`src/sv/ffbta_pkg.sv`:
```
package ffbta_pkg;

    localparam int unsigned REQ_W = 9;
    localparam int unsigned OFF_W = 9;
    localparam int unsigned ACT_W = 2;

    typedef enum logic [ACT_W-1:0] {
        ACT_ALLOC = 2'd0,
        ACT_FREE  = 2'd1,
        ACT_CLEAR = 2'd2,
        ACT_NONE  = 2'd3
    } action_t;

    typedef enum logic [3:0] {
        ST_INIT,
        ST_IDLE,
        ST_ALLOC_RD,
        ST_ALLOC_EVAL,
        ST_WR_HDR,
        ST_WR_FTR,
        ST_WR_REST,
        ST_FREE_RD,
        ST_FREE_EVAL,
        ST_CLEAR,
        ST_DONE
    } state_t;

    typedef enum logic [2:0] {
        WR_NONE,
        WR_HDR,
        WR_FTR,
        WR_REST,
        WR_FREE,
        WR_CLR
    } wr_sel_t;

    typedef struct packed {
        logic    load_in;
        logic    walk_adv;
        logic    hit_latch;
        wr_sel_t wr_sel;
        logic    res_load;
        logic    res_ok;
    } cmd_t;

    typedef struct packed {
        logic walk_end;
        logic hit;
        logic split;
        logic free_bad;
        logic rd_alloc;
        logic clr_last;
    } status_t;

endpackage

```
`src/sv/ffbta_ctrl.sv`:
```
module ffbta_ctrl (
    input  logic                        aclk,
    input  logic                        aresetn,
    input  logic                        s_valid,
    output logic                        s_ready,
    input  logic [ffbta_pkg::ACT_W-1:0] s_action,
    output logic                        m_valid,
    input  logic                        m_ready,
    output ffbta_pkg::cmd_t             cmd,
    input  ffbta_pkg::status_t          status
);
    import ffbta_pkg::*;

    state_t  state_reg;
    state_t  state_next;
    logic    ok_reg;
    logic    ok_next;
    logic    m_valid_reg;
    logic    m_valid_next;
    action_t in_act;

    assign in_act = action_t'(s_action);

    always_comb begin
        state_next = state_reg;
        ok_next    = ok_reg;
        unique case (state_reg)
            ST_INIT: begin
                if (status.clr_last) begin
                    state_next = ST_IDLE;
                end
            end
            ST_IDLE: begin
                if (s_valid) begin
                    ok_next = (in_act == ACT_CLEAR);
                    unique case (in_act)
                        ACT_ALLOC: state_next = ST_ALLOC_RD;
                        ACT_FREE:  state_next = ST_FREE_RD;
                        ACT_CLEAR: state_next = ST_CLEAR;
                        default:   state_next = ST_DONE;
                    endcase
                end
            end
            ST_ALLOC_RD: begin
                state_next = status.walk_end ? ST_DONE : ST_ALLOC_EVAL;
            end
            ST_ALLOC_EVAL: begin
                if (status.hit) begin
                    ok_next    = 1'b1;
                    state_next = ST_WR_HDR;
                end else begin
                    state_next = ST_ALLOC_RD;
                end
            end
            ST_WR_HDR: begin
                state_next = ST_WR_FTR;
            end
            ST_WR_FTR: begin
                state_next = status.split ? ST_WR_REST : ST_DONE;
            end
            ST_WR_REST: begin
                state_next = ST_DONE;
            end
            ST_FREE_RD: begin
                state_next = status.free_bad ? ST_DONE : ST_FREE_EVAL;
            end
            ST_FREE_EVAL: begin
                ok_next    = status.rd_alloc;
                state_next = ST_DONE;
            end
            ST_CLEAR: begin
                if (status.clr_last) begin
                    state_next = ST_DONE;
                end
            end
            ST_DONE: begin
                if (!m_valid_reg || m_ready) begin
                    state_next = ST_IDLE;
                end
            end
            default: begin
                state_next = ST_IDLE;
            end
        endcase
    end

    always_comb begin
        cmd     = '0;
        s_ready = 1'b0;
        unique case (state_reg)
            ST_INIT: begin
                cmd.wr_sel = WR_CLR;
            end
            ST_IDLE: begin
                s_ready     = 1'b1;
                cmd.load_in = s_valid;
            end
            ST_ALLOC_RD: begin
                cmd.wr_sel = WR_NONE;
            end
            ST_ALLOC_EVAL: begin
                cmd.hit_latch = status.hit;
                cmd.walk_adv  = !status.hit;
            end
            ST_WR_HDR: begin
                cmd.wr_sel = WR_HDR;
            end
            ST_WR_FTR: begin
                cmd.wr_sel = WR_FTR;
            end
            ST_WR_REST: begin
                cmd.wr_sel = WR_REST;
            end
            ST_FREE_RD: begin
                cmd.wr_sel = WR_NONE;
            end
            ST_FREE_EVAL: begin
                cmd.wr_sel = status.rd_alloc ? WR_FREE : WR_NONE;
            end
            ST_CLEAR: begin
                cmd.wr_sel = WR_CLR;
            end
            ST_DONE: begin
                cmd.res_load = !m_valid_reg || m_ready;
                cmd.res_ok   = ok_reg;
            end
            default: begin
                cmd = '0;
            end
        endcase
    end

    assign m_valid_next = cmd.res_load || (m_valid_reg && !m_ready);

    always_ff @(posedge aclk) begin
        if (!aresetn) begin
            state_reg   <= ST_INIT;
            ok_reg      <= 1'b0;
            m_valid_reg <= 1'b0;
        end else begin
            state_reg   <= state_next;
            ok_reg      <= ok_next;
            m_valid_reg <= m_valid_next;
        end
    end

    assign m_valid = m_valid_reg;

    a_accept_leaves_idle: assert property (@(posedge aclk) disable iff (!aresetn)
        (s_valid && s_ready) |=> (state_reg != ST_IDLE))
        else $error("accepted word did not start work");

    a_result_from_done: assert property (@(posedge aclk) disable iff (!aresetn)
        $rose(m_valid_reg) |-> ($past(state_reg) == ST_DONE))
        else $error("result word raised outside the completion state");

    a_no_result_in_init: assert property (@(posedge aclk) disable iff (!aresetn)
        (state_reg == ST_INIT) |-> !m_valid_reg)
        else $error("result word pending during the reset sweep");

    a_rest_after_footer: assert property (@(posedge aclk) disable iff (!aresetn)
        (state_reg == ST_WR_REST) |-> ($past(state_reg) == ST_WR_FTR && status.split))
        else $error("remainder tag written without a split");

endmodule
```
`config.mk`:
```
export PLATFORM = sky130hd
export DESIGN_NAME = ffbta_ctrl
export DESIGN_NICKNAME = d
export VERILOG_FILES = /design/src/sv/ffbta_pkg.sv /design/src/sv/ffbta_ctrl.sv
export SDC_FILE = /design/constraint.sdc
export NUM_CORES = 1
export LEC_CHECK = 0
export BUFFER_PORTS_ARGS = -buffer_cell sky130_fd_sc_hd__buf_4
export CAP_MARGIN = 20
export CORE_AREA = 2 2 39 41
export CTS_CLUSTER_SIZE = 25
export DETAILED_ROUTE_END_ITERATION = 8
export DIE_AREA = 0 0 41 43
export PLACE_DENSITY_LB_ADDON = 0.25
export SLEW_MARGIN = 10
export SYNTH_ARGS = -nofsm -noshare
export SYNTH_HDL_FRONTEND = slang
export SYNTH_SLANG_ARGS = --single-unit
```
`constraint.sdc`:
```
create_clock -name aclk -period 2.9 [get_ports aclk]
set_clock_uncertainty 0.1 [all_clocks]
set_input_delay 0.725 -clock aclk [delete_from_list [all_inputs] [get_ports aclk]]
set_output_delay 0.725 -clock aclk [all_outputs]
set_load 0.01 [all_outputs]
```
== Word-level counts from Yosys, hierarchy flattened ==
Index checks and enable logic that the tools add are counted.

* Register bits: 6
* Input bits: 12
* Output and inout port bits: 10
* Logic and storage cells: 52

* Eq/ne operators: 17
* Multiplexer cells: 19
* Reductions and logical operators: 13

{| class="wikitable"
|+ Operators with widths
! kind !! number
|-
| 4-bit case mux with 10 select lines || 1
|-
| 4-bit two-way mux || 6
|-
| 4-bit by 3-bit == test with 1-bit output, second input constant || 4
|-
| 3-bit case mux with 5 select lines || 1
|-
| 4-bit == test, second input constant || 3
|-
| 4-bit case mux with 3 select lines || 1
|-
| 2-bit != test, second input constant || 5
|-
| 4-bit by 2-bit == test with 1-bit output, second input constant || 2
|-
| 2-bit two-way mux || 3
|-
| 3-bit two-way mux || 2
|-
| 4-bit by 1-bit == test with 1-bit output, second input constant || 1
|-
| 4-bit zero test || 1
|-
| 1-bit two-way mux || 4
|-
| 4-bit AND reduction || 1
|-
| 2-bit OR reduction || 2
|-
| 1-bit zero test || 3
|-
| 1-bit case mux with 3 select lines || 1
|-
| 3-bit AND reduction || 1
|-
| 3-bit nonzero test || 1
|-
| 2-bit by 1-bit == test with 1-bit output, second input constant || 1
|-
| 2-bit == test, second input constant || 1
|-
| 2-bit zero test || 1
|-
| 1-bit logical OR || 2
|-
| 1-bit logical AND || 1
|}

== Longest topological paths before layout ==
Gate-level depths: netlist of run 1.

* Depth in word-level cells: 4
* Mapped depth: 6
* Depth with buffers taken out: 6

== Worst setup path after synthesis of run 1 ==
Ideal clock, no wire load.

* Path type: register to output
* From: reg state_reg[1]
* To: out cmd[7] (netlist bit)
* Data arrival time: 1.148 ns
* Required time: 2.075 ns
* Slack: 0.927 ns
* Cell stages (with the launch flop): 5
* Path buffers: 2
* Cell sequence: dfxtp_1 buf_6 buf_4 nor3_1 and2_1

{| class="wikitable"
|+ RTL lines
! element !! line !! text
|-
| start: declaration || ffbta_ctrl.sv:14 || <nowiki>state_t state_reg;</nowiki>
|-
| start signal: assignment || ffbta_ctrl.sv:141 || <nowiki>state_reg <= state_next;</nowiki>
|-
| end: declaration || ffbta_ctrl.sv:9 || <nowiki>output ffbta_pkg::cmd_t cmd,</nowiki>
|}

==> results of run 1 <==
-- layout make-up --
type                    count  area share, %
clock buffers               3           2.75
inverters                   8           3.66
multi-input cells          64           56.3
flip-flops and latches      6           14.7
well taps                  16           2.44
repair buffers             22           20.2
-- per-layer routing --
layer	part of all wire, %	GRT usage [%]
met2	45	28.1
met1	45	28.3
met4	2.3	6.67
met3	7.1	6.28
met5	0	0
-- per-stage QoR --
stage | instance area [um^2] | hold WS (ns)
after floorplan | 666 | 0.396
after global placement | 797 | 0.418
after detailed placement | 797 | 0.442
after CTS | 820 | 0.449
after global routing | 820 | 0.457
final | 820 | 0.443
-- worst reg2reg max path, stage by stage (launching register included) --
cell and delay (ns):
dfxtp_1 0.39, buf_4 0.22, nor2_2 0.13, a21oi_1 0.10
o41a_1 0.44, a311oi_2 0.25
-- path summary, 6_finish.rpt --
kind,end,cells past startpoint,slack (ns),start
setup / recovery,cmd[7],4,0.48,state_reg[0]$_SDFFE_PN0P_
hold / removal,ok_reg$_SDFFE_PN0P_,2,0.44,ok_reg$_SDFFE_PN0P_
hold reg to reg,ok_reg$_SDFFE_PN0P_,2,0.44,ok_reg$_SDFFE_PN0P_
setup reg to reg,state_reg[1]$_SDFFE_PN0P_,5,1.18,state_reg[1]$_SDFFE_PN0P_
-- logic make-up after synthesis --
logic type	synth area share (%)
DFF	18.0
and+or+nand+nor	32.7
AOI/OAI and AO/OA	26.7
buffers and inverters	12.6
xor gates and xnor gates	1.32
muxes	3.01
adders and majority gates	5.64
-- power by group through the flow --
| stage | Combinational (mW) | Clock (mW) | Sequential [mW] |
|---|---|---|---|
| floorplan | 0.0608 | 0 | 0.0911 |
| global placement | 0.0821 | 0 | 0.0968 |
| detailed placement | 0.0826 | 0 | 0.0973 |
| CTS | 0.0831 | 0.0798 | 0.0959 |
| global route | 0.0930 | 0.0852 | 0.0971 |
| finish | 0.0829 | 0.0786 | 0.0962 |
-- layout by cell type, fill, tap and decap left out, drive strengths merged, types with 2 or more instances in the layout --
cell	synthesis	layout
and2	3	3
or2	2	2
o211ai	2	2
nor3	5	5
a211oi	2	2
buf	6	22
a21oi	4	4
nand2b	3	3
dfxtp	6	6
o21ai	6	6
or2b	2	2
nand2	2	2
mux2i	2	2
and4bb	2	2
clkbuf	0	3
inv	8	8
nand3	2	2
nor2	5	5
ha	3	3
==> metrics.cfg, run 1 <==
[synth]
synth_top_area_share_pct=18.0
synth_top_area_cell=dfxtp_1
ys_top_cells_by_count=inv_1, dfxtp_1, o21ai_0, nor3_1
ys_seq_area_share_pct=18.0
synth_seq_cells=6
ys_types=44
synthTopCellsByArea=dfxtp_1, ha_1, buf_6, o21ai_0, inv_1
synthArstFlopShare_pct=0
syn-num-nets=99
yosys_warnings=0
synth.most_common_cell=inv_1
ys.flop_type=dfxtp_1
avgSynthCellArea_um2=7.92
netlist_area_um2=666
synth_edf_count=0
netlist_instances=84

[cells_and_area]
largest_reg_flops=4
seq_area_um2=120
nNetsFinal=120
nFillCells=136
drive_gt1_share_pct=31.1
antenna_cells=0
final_util_pct=59.2
final_cells=119
area_growth_pct=23.1
multi_input_area_um2=462

[drt]
dr.pass1.iters=4
vias=690
drc_errors=0
drtIter0Drc=20
wire_per_inst_um=13.0
via_per_inst=5.80
drt_wl_total_mm=1.55
ant_nets=0

[timing]
setup_viol=0
max_freq_ghz=0.414
finalMaxSlewViolations=0
layout_min_cycle_time_ns=2.42
fin_crit_sh_pct=83.3
finalHoldViolCount=0
tns_ns=0
slew_headroom_pct=69.8
worst_slack_ns=0.483
tightest_slew_ns=0.453
rsz0062_at_grt=false

[die]
start_util_pct=48.1
fp.dieH_um=43
die_width_um=41
coreArea_um2=1380
dieArea_um2=1760
core.rowCount=14
ios=22

[pwr]
power.share.clock_pct=30.5
leakagePower_nw=0.358
seqPwrFrac_pct=37.3
finalPower_mw=0.258
p_sw_mw=0.0815
sw_frac_of_total_pct=31.6
p_per_area_nw_per_um2=314
internal_power_mw=0.176
comb_power_share_pct=32.2
ir_drop_mv=0.236

[setup_path]
critPathTopFamily=simple AND/OR/NAND/NOR gates
max_stage_delay_ns=0.59
crit_fanout=15
cp_slowest_cell=dfxtp_1
critical_path_class=reg2out
cp_cell_sequence=nand2b_1 > nor3_1 > and2_1 > buf_4
arrival_ns=1.59
critPathBufInv=1
end_kind=primary output
start_kind=flip-flop
critPathRequiredTime_ns=2.08

[place]
dp.cells=116
globalplace.congestion=0.871
hpwl_mm=1.18
port_buffers=21
dp_slack_ns=0.757

[cts]
cts_resized=0
holdBufCountCts=0
cts_root_buf=clkbuf_4
cts_sinks=6
clockBufferDepth=2
htree_levels=1
postCtsSetupBuffers=0
clk_pin_slew_ns=0.04
insertion_delay_ns=0.25
cts_tree=done
numCtsBuffers=3

[hold_path]
worstHoldPathType=reg2reg

[global_routing]
grt_overflow_total=0
antenna_found_initial=0
grt.total_usage_pct=20.1
grt_pass1_vias=559
grt_max_degree=16
grt_pass1_wl_mm=2.41

[flow_run]
cap_violations=0

[run_status]
status=completed

Note: power is estimated with default switching activity, not from simulation.
==> run 2: changes to the inputs <==
CORE_AREA = not set   (was 2 2 39 41)
CORE_MARGIN = 1   (was not set)
CORE_UTILIZATION = 48   (was not set)
DIE_AREA = not set   (was 0 0 41 43)
clock period = 2.25 ns   (was 2.9 ns; I/O delays follow)
==> run 2 against run 1 <==
Against the previous run:
- via count rose by 3.6%
- critical path depth did not move
- highest routed layer unchanged
- hold slack improved by 0.022 ns
- clock power rose by 30%
- register-to-register slack got worse by 0.64 ns
- global-route usage rose by 7.0 points
- worst setup slack got worse by 0.33 ns
- critical endpoint unchanged
- power rose by 30%
- core utilization rose by 4.0 points
- combinational power rose by 30%
==> metrics.cfg, run 2 (synthesis results as in run 1) <==
[run_status]
status=completed

[drt]
drt_wl_total_mm=1.74
vias=715
dr.pass1.iters=4
wire_per_inst_um=14.7
ant_nets=0
drc_errors=0
via_per_inst=6.06
drtIter0Drc=23

[cells_and_area]
largest_reg_flops=4
nFillCells=130
multi_input_area_um2=462
final_cell_mix=buf_4, inv_1, o21ai_0
nNetsFinal=120
area_growth_pct=23.7
final_common_cell=buf_4
seq_area_um2=125
antenna_cells=0
drive_gt1_share_pct=35.0

[setup_path]
r2r-end=state_reg[3]$_SDFFE_PN0P_
cp_cell_sequence=nand2b_1 > nor3_1 > and2_1 > buf_4
r2r_cells=4
start_kind=flip-flop
reg2reg_slack_ns=0.54
critPathRequiredTime_ns=1.59
max_stage_delay_ns=0.48
r2r_start=state_reg[1]$_SDFFE_PN0P_
end_kind=primary output
crit_fanout=15
arrival_ns=1.44
critical_path_class=reg2out
cp_slowest_cell=dfxtp_2

[die]
fp.dieH_um=39.2
die_width_um=39.2
core.rowCount=13
start_util_pct=51.2
coreArea_um2=1300
dieArea_um2=1540
ios=22

[timing]
layout_min_cycle_time_ns=2.10
tns_ns=0
rsz0062_at_grt=false
finalMaxSlewViolations=0
max_freq_ghz=0.477
fin_crit_sh_pct=93.2
slew_headroom_pct=66.5
tightest_slew_ns=0.497
finalHoldViolCount=0
setup_viol=0

[cts]
htree_levels=1
numCtsBuffers=3
cts_tree=done
insertion_delay_ns=0.25
cts_resized=1
holdBufCountCts=0
clockBufferDepth=2
cts_root_buf=clkbuf_4
clk_pin_slew_ns=0.05
cts_sinks=6
postCtsSetupBuffers=0

[global_routing]
grt_max_degree=16
grt_pass1_vias=650
grt_pass1_wl_mm=2.84
antenna_found_initial=0
grt.total_usage_pct=27.1
grt_overflow_total=0

[place]
globalplace.congestion=0.822
hpwl_mm=1.20
port_buffers=21

[pwr]
finalPower_mw=0.335
p_per_area_nw_per_um2=407
ir_drop_mv=0.302
leakagePower_nw=0.360

[hold_path]
whs_path_depth=2
holdPathEnd=ok_reg$_SDFFE_PN0P_
worstHoldPathType=reg2reg
hp-start=ok_reg$_SDFFE_PN0P_

[flow_run]
cap_violations=0

-- run 2: cell count changes in the layout (fill, tap and decap cells not counted) --
cell     previous run  this run
dfxtp_1             6         2
dfxtp_2             0         4
-- run 2: cell type report --
cell class | instances | share of cell area (%)
inverter | 8 | 3.65
tap | 15 | 2.28
multi-input combinational | 64 | 56.1
sequential | 6 | 15.2
clock buffer | 3 | 2.74
timing repair buffer | 22 | 20.1
-- run 2: worst max path at each step --
| stage | to | start | cells after the start | slack, ns |
|---|---|---|---|---|
| 3_5_place_dp | cmd[7] | state_reg[0]$_SDFFE_PN0P_ | 4 | 0.24 |
| 3_3_place_gp | cmd[7] | state_reg[0]$_SDFFE_PN0P_ | 4 | 0.32 |
| 2_1_floorplan | cmd[7] | state_reg[1]$_SDFFE_PN0P_ | 4 | 0.44 |
| 5_1_grt | cmd[7] | state_reg[0]$_SDFFE_PN0P_ | 4 | 0.02 |
| 4_1_cts | cmd[7] | state_reg[2]$_SDFFE_PN0P_ | 4 | 0.03 |
| 6_report | cmd[7] | state_reg[0]$_SDFFE_PN0P_ | 4 | 0.15 |
-- run 2: stage by stage --
step                util (%)  cell area (um^2)  hold WS [ns]  cells  worst slack, ns
global route            63.3               823         0.497    118           0.0161
CTS                     63.0               820         0.465    118           0.0295
finish                  63.3               823         0.465    118            0.152
detailed placement      61.2               796         0.457    115            0.239
floorplan                  -               666         0.396     84            0.439
global placement        61.2               796         0.422    115            0.318
-- run 2: worst max-delay path: cells and delay by family, from the launching register on --
| family | cells | cell delay, ns |
|---|---|---|
| DFF | 1 | 0.48 |
| buffers and inverters | 1 | 0.11 |
| and+or+nand+nor | 3 | 0.60 |
-- run 2: routing by layer --
metal / vias up / global-route usage (%) / wire, um
li1: 346 / - / -
met1: 342 / 34.9 / 788
met2: 25 / 47.5 / 852
met3: 2 / 3.47 / 86
met4: 0 / 5.17 / 10
met5: - / 0 / 0
-- run 2: report_power, final --
group	switching (mW)	internal (mW)	total (mW)
sequential	0.0135	0.113	0.126
combinational	0.0529	0.0548	0.108
clock	0.0411	0.0605	0.102
